===== config.mk =====
export PLATFORM = sky130hd
export DESIGN_NAME = matrix_multiply_engine
export DESIGN_NICKNAME = d
export VERILOG_FILES = /design/src/rtl/mme_pkg.sv /design/src/rtl/mme_ctrl.sv /design/src/rtl/mme_dp.sv /design/src/rtl/matrix_multiply_engine.sv
export SDC_FILE = /design/constraint.sdc
export NUM_CORES = 2
export LEC_CHECK = 0
export BUFFER_PORTS_ARGS = -buffer_cell sky130_fd_sc_hd__buf_2
export CAP_MARGIN = 5
export CORE_UTILIZATION = 55
export CTS_CLUSTER_SIZE = 28
export DETAILED_ROUTE_END_ITERATION = 7
export PLACE_DENSITY = 0.72
export SLEW_MARGIN = 20
export SYNTH_ARGS = -nofsm -noshare
export SYNTH_HDL_FRONTEND = slang
export SYNTH_SLANG_ARGS = --single-unit

===== constraint.sdc =====
create_clock -name clock -period 9.17 [get_ports clock]
set_clock_uncertainty 0.1 [all_clocks]
set_input_delay 0.4585 -clock clock [delete_from_list [all_inputs] [get_ports clock]]
set_output_delay 0.4585 -clock clock [all_outputs]
set_load 0.01 [all_outputs]

===== src/rtl/mme_pkg.sv =====
`timescale 1ns / 1ps
// ----------------------------------------------------------------------------
// mme_pkg
// Shared command codes, register indexes and the control and status
// structs that pass between the matrix multiply controller and datapath.
// ----------------------------------------------------------------------------
package mme_pkg;

   // Input item kinds (carried on req_tuser)
   localparam logic [1:0] CMD_WRITE_A = 2'd0;
   localparam logic [1:0] CMD_WRITE_B = 2'd1;
   localparam logic [1:0] CMD_COMPUTE = 2'd2;

   // Configuration register indexes
   localparam logic [1:0] CSR_ROWS_A    = 2'd0;
   localparam logic [1:0] CSR_INNER_DIM = 2'd1;
   localparam logic [1:0] CSR_COLS_B    = 2'd2;

   localparam int IDX_W   = 3;
   localparam int ELEM_W  = 16;
   localparam int PROD_W  = 32;
   localparam int SUM_W   = 35;
   localparam int DIM_W   = 4;

   typedef logic [IDX_W-1:0] idx_type;

   // Commands from the controller to the datapath
   typedef struct packed {
      logic    wr_a;      // write store A at the request row/col
      logic    wr_b;      // write store B at the request row/col
      logic    rd_en;     // issue one MAC read pair
      logic    rd_first;  // first term of a dot product: restart the sum
      idx_type rd_row;    // row of A
      idx_type rd_k;      // column of A, row of B
      idx_type rd_col;    // column of B
      logic    out_load;  // load the finished sum into the result register
      idx_type out_row;
      idx_type out_col;
      logic    out_last;
   } mme_cmd_type;

   // Status from the datapath to the controller
   typedef struct packed {
      logic out_free;     // result register empty or being taken this cycle
   } mme_status_type;

endpackage


===== src/rtl/mme_ctrl.sv =====
`timescale 1ns / 1ps
// ----------------------------------------------------------------------------
// mme_ctrl
// Controller: holds the dimension registers, takes input items, and walks
// the row, column and inner loops of a product, issuing MAC reads and
// result loads to the datapath.
// ----------------------------------------------------------------------------
module mme_ctrl
   import mme_pkg::*;
#(
   parameter int MAX_DIM = 8
) (
   input  logic                 clock,
   input  logic                 reset,
   input  logic                 csr_we,
   input  logic [1:0]           csr_index,
   input  logic [DIM_W-1:0]     csr_wdata,
   input  logic                 req_valid,
   output logic                 req_ready,
   input  logic [1:0]           req_cmd,
   input  idx_type              req_row,
   input  idx_type              req_col,
   input  mme_status_type       status,
   output mme_cmd_type          cmd
);

   localparam int DIM_CAP = (MAX_DIM < 8) ? MAX_DIM : 8;

   localparam logic [1:0] ST_IDLE  = 2'd0;
   localparam logic [1:0] ST_RUN   = 2'd1;
   localparam logic [1:0] ST_DRAIN = 2'd2;
   localparam logic [1:0] ST_EMIT  = 2'd3;

   logic [1:0]       state_ff, state_in;
   logic [DIM_W-1:0] rows_ff, rows_in;
   logic [DIM_W-1:0] inner_ff, inner_in;
   logic [DIM_W-1:0] cols_ff, cols_in;
   idx_type          rmax_ff, rmax_in;
   idx_type          kmax_ff, kmax_in;
   idx_type          cmax_ff, cmax_in;
   idx_type          i_ff, i_in;
   idx_type          j_ff, j_in;
   idx_type          k_ff, k_in;
   logic             drain_ff, drain_in;

   logic accept;
   logic in_range;
   logic is_last;

   // Largest index for a dimension register, clamped to [0, DIM_CAP-1]
   function automatic idx_type max_index(input logic [DIM_W-1:0] v);
      idx_type r;
      if (v == '0) begin
         r = '0;
      end else if (int'(v) > DIM_CAP) begin
         r = IDX_W'(DIM_CAP - 1);
      end else begin
         r = IDX_W'(v - DIM_W'(1));
      end
      return r;
   endfunction

   assign req_ready = (state_ff == ST_IDLE);
   assign accept    = req_valid && req_ready;
   assign in_range  = (int'(req_row) < DIM_CAP) && (int'(req_col) < DIM_CAP);
   assign is_last   = (i_ff == rmax_ff) && (j_ff == cmax_ff);

   always_comb begin
      rows_in  = rows_ff;
      inner_in = inner_ff;
      cols_in  = cols_ff;
      if (csr_we) begin
         case (csr_index)
            CSR_ROWS_A:    rows_in  = csr_wdata;
            CSR_INNER_DIM: inner_in = csr_wdata;
            CSR_COLS_B:    cols_in  = csr_wdata;
            default:       ;
         endcase
      end
   end

   always_comb begin
      state_in = state_ff;
      rmax_in  = rmax_ff;
      kmax_in  = kmax_ff;
      cmax_in  = cmax_ff;
      i_in     = i_ff;
      j_in     = j_ff;
      k_in     = k_ff;
      drain_in = drain_ff;

      cmd          = '0;
      cmd.rd_row   = i_ff;
      cmd.rd_k     = k_ff;
      cmd.rd_col   = j_ff;
      cmd.rd_first = (k_ff == '0);
      cmd.out_row  = i_ff;
      cmd.out_col  = j_ff;
      cmd.out_last = is_last;

      case (state_ff)
         ST_IDLE: begin
            if (accept) begin
               case (req_cmd)
                  CMD_WRITE_A: cmd.wr_a = in_range;
                  CMD_WRITE_B: cmd.wr_b = in_range;
                  CMD_COMPUTE: begin
                     rmax_in  = max_index(rows_ff);
                     kmax_in  = max_index(inner_ff);
                     cmax_in  = max_index(cols_ff);
                     i_in     = '0;
                     j_in     = '0;
                     k_in     = '0;
                     state_in = ST_RUN;
                  end
                  default: ;
               endcase
            end
         end
         ST_RUN: begin
            cmd.rd_en = 1'b1;
            if (k_ff == kmax_ff) begin
               k_in     = '0;
               drain_in = 1'b0;
               state_in = ST_DRAIN;
            end else begin
               k_in = k_ff + 1'b1;
            end
         end
         ST_DRAIN: begin
            // wait for the last product to reach the accumulator
            drain_in = 1'b1;
            if (drain_ff) begin
               state_in = ST_EMIT;
            end
         end
         ST_EMIT: begin
            if (status.out_free) begin
               cmd.out_load = 1'b1;
               if (is_last) begin
                  state_in = ST_IDLE;
               end else begin
                  state_in = ST_RUN;
                  if (j_ff == cmax_ff) begin
                     j_in = '0;
                     i_in = i_ff + 1'b1;
                  end else begin
                     j_in = j_ff + 1'b1;
                  end
               end
            end
         end
         default: state_in = ST_IDLE;
      endcase
   end

   always_ff @(posedge clock) begin
      if (reset) begin
         state_ff <= ST_IDLE;
         rows_ff  <= DIM_W'(8);
         inner_ff <= DIM_W'(8);
         cols_ff  <= DIM_W'(8);
         rmax_ff  <= '0;
         kmax_ff  <= '0;
         cmax_ff  <= '0;
         i_ff     <= '0;
         j_ff     <= '0;
         k_ff     <= '0;
         drain_ff <= 1'b0;
      end else begin
         state_ff <= state_in;
         rows_ff  <= rows_in;
         inner_ff <= inner_in;
         cols_ff  <= cols_in;
         rmax_ff  <= rmax_in;
         kmax_ff  <= kmax_in;
         cmax_ff  <= cmax_in;
         i_ff     <= i_in;
         j_ff     <= j_in;
         k_ff     <= k_in;
         drain_ff <= drain_in;
      end
   end

endmodule


===== src/rtl/mme_dp.sv =====
`timescale 1ns / 1ps
// ----------------------------------------------------------------------------
// mme_dp
// Datapath: the two element stores, a registered multiply and a 35-bit
// accumulator, and the result register that feeds the output channel.
// ----------------------------------------------------------------------------
module mme_dp
   import mme_pkg::*;
#(
   parameter int MAX_DIM = 8
) (
   input  logic                 clock,
   input  logic                 reset,
   input  mme_cmd_type          cmd,
   output mme_status_type       status,
   input  idx_type              wr_row,
   input  idx_type              wr_col,
   input  logic [ELEM_W-1:0]    wr_value,
   output logic                 rsp_tvalid,
   input  logic                 rsp_tready,
   output idx_type              rsp_row,
   output idx_type              rsp_col,
   output logic [SUM_W-1:0]     rsp_value,
   output logic                 rsp_last
);

   localparam int DIM_CAP = (MAX_DIM < 8) ? MAX_DIM : 8;
   localparam int DEPTH   = DIM_CAP * DIM_CAP;
   localparam int ADDR_W  = (DEPTH > 1) ? $clog2(DEPTH) : 1;

   logic [ELEM_W-1:0] mem_a [DEPTH];
   logic [ELEM_W-1:0] mem_b [DEPTH];

   logic [ADDR_W-1:0] wr_addr, rd_addr_a, rd_addr_b;

   logic [ELEM_W-1:0] ra_ff, rb_ff;
   logic              v1_ff, first1_ff;
   logic [PROD_W-1:0] prod_ff;
   logic              v2_ff, first2_ff;
   logic [SUM_W-1:0]  acc_ff, acc_in;
   logic [SUM_W-1:0]  prod_ext;

   logic              out_valid_ff, out_valid_in;
   idx_type           out_row_ff, out_col_ff;
   logic [SUM_W-1:0]  out_value_ff;
   logic              out_last_ff;

   assign wr_addr   = ADDR_W'(32'(wr_row) * DIM_CAP + 32'(wr_col));
   assign rd_addr_a = ADDR_W'(32'(cmd.rd_row) * DIM_CAP + 32'(cmd.rd_k));
   assign rd_addr_b = ADDR_W'(32'(cmd.rd_k) * DIM_CAP + 32'(cmd.rd_col));

   always_ff @(posedge clock) begin
      if (cmd.wr_a) begin
         mem_a[wr_addr] <= wr_value;
      end
      if (cmd.rd_en) begin
         ra_ff <= mem_a[rd_addr_a];
      end
   end

   always_ff @(posedge clock) begin
      if (cmd.wr_b) begin
         mem_b[wr_addr] <= wr_value;
      end
      if (cmd.rd_en) begin
         rb_ff <= mem_b[rd_addr_b];
      end
   end

   // Q8.8 x Q8.8 gives exact Q16.16
   always_ff @(posedge clock) begin
      prod_ff <= PROD_W'($signed(ra_ff) * $signed(rb_ff));
      first1_ff <= cmd.rd_first;
      first2_ff <= first1_ff;
   end

   assign prod_ext = {{(SUM_W-PROD_W){prod_ff[PROD_W-1]}}, prod_ff};

   always_comb begin
      acc_in = acc_ff;
      if (v2_ff) begin
         acc_in = first2_ff ? prod_ext : acc_ff + prod_ext;
      end
   end

   always_ff @(posedge clock) begin
      acc_ff <= acc_in;
   end

   assign status.out_free = !out_valid_ff || rsp_tready;

   always_comb begin
      out_valid_in = out_valid_ff;
      if (cmd.out_load) begin
         out_valid_in = 1'b1;
      end else if (rsp_tready) begin
         out_valid_in = 1'b0;
      end
   end

   always_ff @(posedge clock) begin
      if (cmd.out_load) begin
         out_row_ff   <= cmd.out_row;
         out_col_ff   <= cmd.out_col;
         out_value_ff <= acc_ff;
         out_last_ff  <= cmd.out_last;
      end
   end

   always_ff @(posedge clock) begin
      if (reset) begin
         v1_ff        <= 1'b0;
         v2_ff        <= 1'b0;
         out_valid_ff <= 1'b0;
      end else begin
         v1_ff        <= cmd.rd_en;
         v2_ff        <= v1_ff;
         out_valid_ff <= out_valid_in;
      end
   end

   assign rsp_tvalid = out_valid_ff;
   assign rsp_row    = out_row_ff;
   assign rsp_col    = out_col_ff;
   assign rsp_value  = out_value_ff;
   assign rsp_last   = out_last_ff;

endmodule


===== src/rtl/matrix_multiply_engine.sv =====
`timescale 1ns / 1ps
// ----------------------------------------------------------------------------
// matrix_multiply_engine
// Dense Q8.8 matrix multiply with element loads and a compute command.
// ----------------------------------------------------------------------------
// Load items (write A, write B) are accepted back to back. A compute item
// holds the input side until its last result is loaded, and longer while
// the result side stalls: one multiply-accumulate unit fed by a single read
// port on each store does one inner term per cycle, and each result then
// waits for the read, multiply and accumulate stages to drain. Results come
// out in row-major order with tlast on the final one. Dimensions are clamped
// to 1..min(MAX_DIM, 8); writes outside that range and unused commands are
// dropped. Store entries are not cleared by reset and must be written before
// a compute reads them.
// ----------------------------------------------------------------------------
module matrix_multiply_engine
   import mme_pkg::*;
#(
   parameter int MAX_DIM = 8
) (
   input  logic         clock,
   input  logic         reset,
   // configuration
   input  logic         csr_we,
   input  logic [1:0]   csr_index,
   input  logic [3:0]   csr_wdata,
   // input items
   input  logic         req_tvalid,
   output logic         req_tready,
   input  logic [23:0]  req_tdata,   // row_index[2:0], col_index[5:3], elem_value[21:6]
   input  logic [1:0]   req_tuser,   // cmd[1:0]
   // result items
   output logic         rsp_tvalid,
   input  logic         rsp_tready,
   output logic [47:0]  rsp_tdata,   // out_row[2:0], out_col[5:3], out_value[40:6]
   output logic         rsp_tlast    // last
);

   mme_cmd_type       cmd;
   mme_status_type    status;
   idx_type           req_row, req_col;
   logic [ELEM_W-1:0] req_value;
   idx_type           rsp_row, rsp_col;
   logic [SUM_W-1:0]  rsp_value;

   assign req_row   = req_tdata[2:0];
   assign req_col   = req_tdata[5:3];
   assign req_value = req_tdata[21:6];

   mme_ctrl #(
      .MAX_DIM (MAX_DIM)
   ) u_ctrl (
      .clock     (clock),
      .reset     (reset),
      .csr_we    (csr_we),
      .csr_index (csr_index),
      .csr_wdata (csr_wdata),
      .req_valid (req_tvalid),
      .req_ready (req_tready),
      .req_cmd   (req_tuser),
      .req_row   (req_row),
      .req_col   (req_col),
      .status    (status),
      .cmd       (cmd)
   );

   mme_dp #(
      .MAX_DIM (MAX_DIM)
   ) u_dp (
      .clock      (clock),
      .reset      (reset),
      .cmd        (cmd),
      .status     (status),
      .wr_row     (req_row),
      .wr_col     (req_col),
      .wr_value   (req_value),
      .rsp_tvalid (rsp_tvalid),
      .rsp_tready (rsp_tready),
      .rsp_row    (rsp_row),
      .rsp_col    (rsp_col),
      .rsp_value  (rsp_value),
      .rsp_last   (rsp_tlast)
   );

   assign rsp_tdata = {7'b0, rsp_value, rsp_col, rsp_row};

endmodule


* Yosys cells after proc, flatten, opt, wreduce, memory -nomap -nowiden
Memory sizes are Yosys's and may differ from the RTL's. A register that Yosys moved wholly into a read port is not among the register bits.
Index checks and enable logic that the tools add are counted.
** Operators by class
- Add/subtract/negate cells :: 10
- Multiply operators :: 1
- Magnitude comparators :: 3
- Equality and inequality tests :: 17
- Mux-type cells :: 41
- Reduce and logical (&&, ||, !) cells :: 24
** Operator list (count)
- 3-bit 2-to-1 mux :: 15
- 35-bit adder :: 1
- 35-bit 2-to-1 mux :: 1
- 16-bit by 16-bit multiplier with 32-bit output :: 1
- 6-bit by 3-bit adder with 6-bit output :: 3
- 3-bit case mux with 2 select lines :: 3
- 2-bit 2-to-1 mux :: 7
- 1-bit 2-to-1 mux :: 13
- 4-bit > comparator, second input constant :: 3
- 4-bit zero test :: 3
- 5-bit AND reduction :: 2
- 3-bit by 1-bit adder with 3-bit output, second input constant :: 3
- 3-bit equality test :: 3
- 3-bit by 1-bit subtractor with 3-bit output, second input constant :: 3
- 2-bit equality test, second input constant :: 4
- 2-bit != test, second input constant :: 4
- 2-bit case mux with 4 select lines :: 1
- 2-bit AND reduction :: 4
- 2-bit nonzero test :: 4
- 2-bit by 1-bit equality test with 1-bit output, second input constant :: 3
- 2-bit zero test :: 3
- 2-bit by 1-bit != test with 1-bit output, second input constant :: 3
- 3-bit AND reduction :: 2
- 6-bit AND reduction :: 1
- 5 further kinds :: 6
** Word-level totals
- Flip-flop bits (word level) :: 147
- RAM bits :: 2048
- Bits of input ports :: 37
- Output and inout port bits :: 51
- Word-level logic and storage cells :: 120
- Memories :: 2
** Memory list
- u_dp.mem_a :: words 64, bits a word 16, read ports 1, clocked after Yosys merged registers in 1, write ports 1, line mme_dp.sv:31 : logic [ELEM_W-1:0] mem_a [DEPTH];
- u_dp.mem_b :: words 64, bits a word 16, read ports 1, clocked after Yosys merged registers in 1, write ports 1, line mme_dp.sv:32 : logic [ELEM_W-1:0] mem_b [DEPTH];

* Depth between registers and ports, before layout
- Depth in word-level cells :: 6
- Gate-level depth with buffers :: 24
- Gate-level depth less buffers :: 23

* Hierarchy
From an unflattened synthesis, not the netlist that was laid out.
** Second synthesis, totals
- Cell total of the unflattened synthesis :: 4822
- Area total of the unflattened synthesis :: 95804.4 µm²
** Modules (own cells, without submodules)
- mme_dp :: times used 1, cells each 4597, area an instance 93915.1 µm², seq. area each 65512.8 µm²
- mme_ctrl :: times used 1, cells each 217, area an instance 1833.0 µm², seq. area each 660.6 µm²
- matrix_multiply_engine :: times used 1, cells each 8, area an instance 56.3 µm², seq. area each 0.0 µm²

* Worst setup path before layout
OpenSTA, ideal clock, no wires.
- Kind :: register to register
- Start point :: register u_dp.rb_ff[4] (read register of u_dp.mem_b)
- End point :: register u_dp.prod_ff[28]
- Setup time :: 0.063 ns
- Arrival time :: 6.001 ns
- Required time :: 9.007 ns
- Path slack :: 3.005 ns
- Cell stages (with the launch flop) :: 23
- Buffers on the path :: 1
- Period minus slack after synthesis :: 6.165 ns
- Cells stage by stage :: edfxtp_1 > clkbuf_1 > and2_1 > fa_1 > inv_1 > fa_1 > fa_1 > inv_1 > fa_1 > fa_1 > inv_1 > fa_1 > inv_1 > ha_1 > a21o_1 > a21o_1 > a21oi_1 > o21ai_1 > a2111o_1 > and3_4 > o41a_1 > nand4b_4 > nand4_2
** Between the ends
- Cells in the longest elaborated chain, start to end :: 1
** RTL lines
- from (decl) :: line mme_dp.sv:36 : logic [ELEM_W-1:0] ra_ff, rb_ff;
- 16-bit by 16-bit multiplier with 32-bit output :: line mme_dp.sv:72 : prod_ff <= PROD_W'($signed(ra_ff) * $signed(rb_ff));
- to (signal assigned) :: line mme_dp.sv:72
- to (decl) :: line mme_dp.sv:38 : logic [PROD_W-1:0] prod_ff;
Every way passes these cells.
A chain may end at the register's enable or synchronous reset.

* Final worst setup path
- Start point :: register u_dp.rb_ff[7] (read register of u_dp.mem_b)
- End point :: register u_dp.prod_ff[31]
The elaborated chain is that of the path after synthesis.

==> summary.log <==
INFO  outcome        outcome=finished, final reports clean
INFO  synthesis      seq_area_frac_synth=0.6909
INFO  finish         drive_gt1_frac=0.2348
INFO  critical_path  critPathMostFrequentCell=sky130_fd_sc_hd__fa_1
INFO  critical_path  crit_reg_reg_startpoint=u_dp.rb_ff[7]
INFO  critical_path  worstSetupStartpointType=register
INFO  critical_path  family_with_the_most_delay_on_the_worst_path=adder cells
INFO  timing         period_share=0.7281
INFO  timing         setup_total_negative_slack=0ns
INFO  critical_path  cp_max_fo=16
INFO  cts            cts_resized=0
INFO  synthesis      total_of_warnings_raised_by_yosys=0
INFO  routing        vias_per_cell=6.122
INFO  timing         setup_viol=0
INFO  synthesis      top_cells_by_area_in_the_synthesized_netlist=sky130_fd_sc_hd__edfxtp_1 (68%), sky130_fd_sc_hd__mux4_2 (16%), sky130_fd_sc_hd__fa_1 (5.5%)
INFO  timing         finalHoldViolCount=0
INFO  cts            ctsHoldBuffers=15
INFO  critical_path  path_buf_inv=3
INFO  timing         max_freq=0.1498GHz
INFO  synthesis      flip_flop_and_latch_count_after_synthesis=2227
INFO  critical_path  worst_ep_required_time=9.86ns
INFO  critical_path  timing.critical_path.from=u_dp.rb_ff[7]
INFO  routing        drt-initial-drc-count=4895
INFO  cts            h-tree-depth=4
INFO  critical_path  worst_ep_arrival_time=7.37ns
INFO  synthesis      synth_area=95780µm²
INFO  global_routing maximum_number_of_pins_on_one_net_before_global_route_repair=150
INFO  critical_path  worstReg2RegEnd=u_dp.prod_ff[31]
INFO  routing        drt_pass1_iterations=6
INFO  synthesis      async_flop_share=0
INFO  global_routing global_route.overflow_total=0
INFO  floorplanning  floorplan.initialDensity=0.5559
INFO  synthesis      yosysTopAreaCellShare=0.6762
INFO  synthesis      dominantRegCellSynth=sky130_fd_sc_hd__edfxtp_1
INFO  cts            postCtsSetupBuffers=0
INFO  synthesis      synth_cells=4839
INFO  routing        drt_drc_violations_left=0
INFO  critical_path  worstRegToRegCells=20
INFO  hold_path      worst_hold_path_type=in2reg
INFO  hold_path      hold_depth=1
INFO  routing        drt_antenna_net_count=0
INFO  synthesis      synth.most_common_cell=sky130_fd_sc_hd__edfxtp_1
INFO  cts            cts_inserted_buffers=213
INFO  cts            root_buffer_master=sky130_fd_sc_hd__clkbuf_16
INFO  cts            clkLatencyLatePin=0.86ns
INFO  synthesis      synth_area_per_cell=19.79µm²
INFO  cts            clock_sinks=2227
INFO  floorplanning  die-area=175800µm²
INFO  cts            cts_max_path_buffers=3
INFO  timing         max_slew.worst_pin.slew=1.144ns
INFO  synthesis      synth.largest_area_cell=sky130_fd_sc_hd__edfxtp_1
INFO  critical_path  cp_slowest_cell=sky130_fd_sc_hd__edfxtp_1
INFO  floorplanning  floorplan.die.width=419.3µm
INFO  synthesis      synth.cells.most_frequent=sky130_fd_sc_hd__edfxtp_1 (2157), sky130_fd_sc_hd__mux4_2 (672), sky130_fd_sc_hd__inv_1 (342)
INFO  cts            cts.reportedPaths.clkPinSlew=0.07ns
INFO  place          gpl.final_weighted_congestion=0.8301
INFO  floorplanning  core.rowCount=152
INFO  place          hpwl=128400µm
INFO  finish         flow.area_growth_from_synthesis=11.01%
INFO  critical_path  crit_path_end_kind=register
INFO  routing        drt-wirelength-per-cell=27.92µm
INFO  timing         final_number_of_max_transition_violations=0
INFO  floorplanning  io_pins=88
INFO  synthesis      synth-edff-count=2157
INFO  floorplanning  area_inside_the_core_boundary=172300µm²
INFO  critical_path  crit_path_cell_trace=nand2_1, fa_1, inv_1, fa_1, fa_1, fa_1, fa_1, inv_1, fa_1, inv_1, ha_1, a21o_1, a21oi_1, nor2b_1, o41ai_1, a21oi_1, a211oi_2, o21ai_0, o221ai_1, xnor2_1
INFO  global_routing grt_first_pass_wirelength=311800µm
INFO  hold_path      hold_path_startpoint=req_tdata[18]
INFO  finish         nets=5526
INFO  global_routing vias_in_the_first_global_route=47260
INFO  hold_path      hold_end=u_dp.mem_a[58][12]
INFO  global_routing antenna_found_initial=33
INFO  cts            cts_tree=done
INFO  timing         rsz0062_at_grt=no
INFO  critical_path  setup.reg_to_reg.worst_slack=2.49ns
INFO  routing        detail_route.wirelength=212300µm
INFO  floorplanning  die_h=419.3µm
INFO  routing        overall_via_count_from_detail_route=46550
INFO  timing         layout_min_cycle_time=6.676ns
INFO  critical_path  timing.setup.critical_path_class=reg2reg
INFO  place          io_buffer_count=78
INFO  timing         max_slew_margin=0.2374
INFO  global_routing grt_usage=0.2466
INFO  flow_run       timing.max_cap.violations=0
INFO  synthesis      netlist-cell-type-count=74
INFO  critical_path  max_stage_delay=0.79ns
[registers in the layout, summed over array words and instances, names as in the netlist, 3 cells and up]
| register | count |
|---|---|
| u_dp.prod_ff | 32 |
| u_ctrl.k_ff | 3 |
| u_dp.rb_ff | 16 |
| u_dp.mem_b | 1024 |
| u_dp.rsp_row | 3 |
| u_ctrl.cmax_ff | 3 |
| u_ctrl.rmax_ff | 3 |
| u_ctrl.kmax_ff | 3 |
| u_ctrl.inner_ff | 4 |
| u_dp.rsp_value | 35 |
| u_dp.ra_ff | 16 |
| u_ctrl.j_ff | 3 |
| u_ctrl.rows_ff | 4 |
| u_dp.mem_a | 1024 |
| u_ctrl.i_ff | 3 |
| u_dp.rsp_col | 3 |
| u_dp.acc_ff | 35 |
| u_ctrl.cols_ff | 4 |
[logic make-up (layout without fill, tap and decap cells)]
| family | Yosys count | after routing | share of synthesized area |
|---|---|---|---|
| xor+xnor | 72 | 72 | 0.006584 |
| other cells | 1 | 15 | 0.00003915 |
| fa+ha+maj | 390 | 390 | 0.07156 |
| simple gates | 672 | 672 | 0.03281 |
| mux | 685 | 685 | 0.1594 |
| compound gates | 231 | 231 | 0.01518 |
| flops | 2227 | 2227 | 0.6909 |
| buf+inv | 561 | 1002 | 0.02355 |
[final cells by class]
cell class / count / area (µm²)
flip-flops and latches: 2227 / 66200
fillers: 11910 / 65980
repair buffers: 257 / 1902
diodes: 8 / 20.02
well taps: 2310 / 2890
multi-input cells: 2057 / 27410
clock inverters: 123 / 955.9
clock buffers: 279 / 5660
inverters: 343 / 1290
[metrics by stage]
| stage | area (µm²) | util | hold slack [ns] | setup slack [ns] | cells |
|---|---|---|---|---|---|
| after floorplan | 95800 | - | 0.2096 | 3.005 | 4845 |
| after global placement | 99500 | 0.5775 | 0.2139 | 2.542 | 7178 |
| after detailed placement | 99500 | 0.5775 | 0.2134 | 2.479 | 7178 |
| after CTS | 106300 | 0.6168 | 0.00009925 | 2.471 | 7595 |
| after global routing | 106300 | 0.6170 | 0.04372 | 2.172 | 7600 |
| final | 106300 | 0.6171 | 0.02597 | 2.494 | 7604 |
[metal layers]
layer  track usage  up-vias  part of all wire
li1              -    19520                 -
met1        0.3414    24770              0.39
met2        0.3893     1932              0.49
met3       0.06464      306             0.095
met4       0.07194       18             0.024
met5     0.0005557        -           0.00059
[placed cells by master (no fill, tap or decap), types with 68 or more instances in the layout]
cell | Yosys | routed
sky130_fd_sc_hd__mux4_2 | 672 | 672
sky130_fd_sc_hd__inv_1 | 342 | 341
sky130_fd_sc_hd__nand2_1 | 215 | 215
sky130_fd_sc_hd__buf_4 | 19 | 172
sky130_fd_sc_hd__edfxtp_1 | 2157 | 2157
sky130_fd_sc_hd__clkbuf_16 | 0 | 215
sky130_fd_sc_hd__nor2_1 | 222 | 213
sky130_fd_sc_hd__fa_1 | 263 | 263
sky130_fd_sc_hd__a21oi_1 | 68 | 68
sky130_fd_sc_hd__and2_1 | 115 | 115
sky130_fd_sc_hd__ha_1 | 127 | 126
[worst max path at each step]
stage	cells past startpoint	slack [ns]	end
global route	20	2.17	u_dp.prod_ff[31]
finish	20	2.49	u_dp.prod_ff[31]
floorplan	22	3.01	u_dp.prod_ff[28]
global placement	21	2.54	u_dp.prod_ff[28]
detailed placement	20	2.48	u_dp.prod_ff[31]
CTS	20	2.47	u_dp.prod_ff[31]
[worst reg2reg max path: cells and delay by family, from the launching register on]
family / cells / cell delay (ns)
buffers and inverters: 3 / 0.15
flip-flops: 1 / 0.79
XOR/XNOR: 1 / 0.14
adder cells (fa/ha/maj): 7 / 3.42
AO/OA/AOI/OAI: 7 / 1.79
AND/OR/NAND/NOR: 2 / 0.25
Power is not shown: default switching activity piles up to over one toggle a cycle in this logic, so the estimate is an artifact.
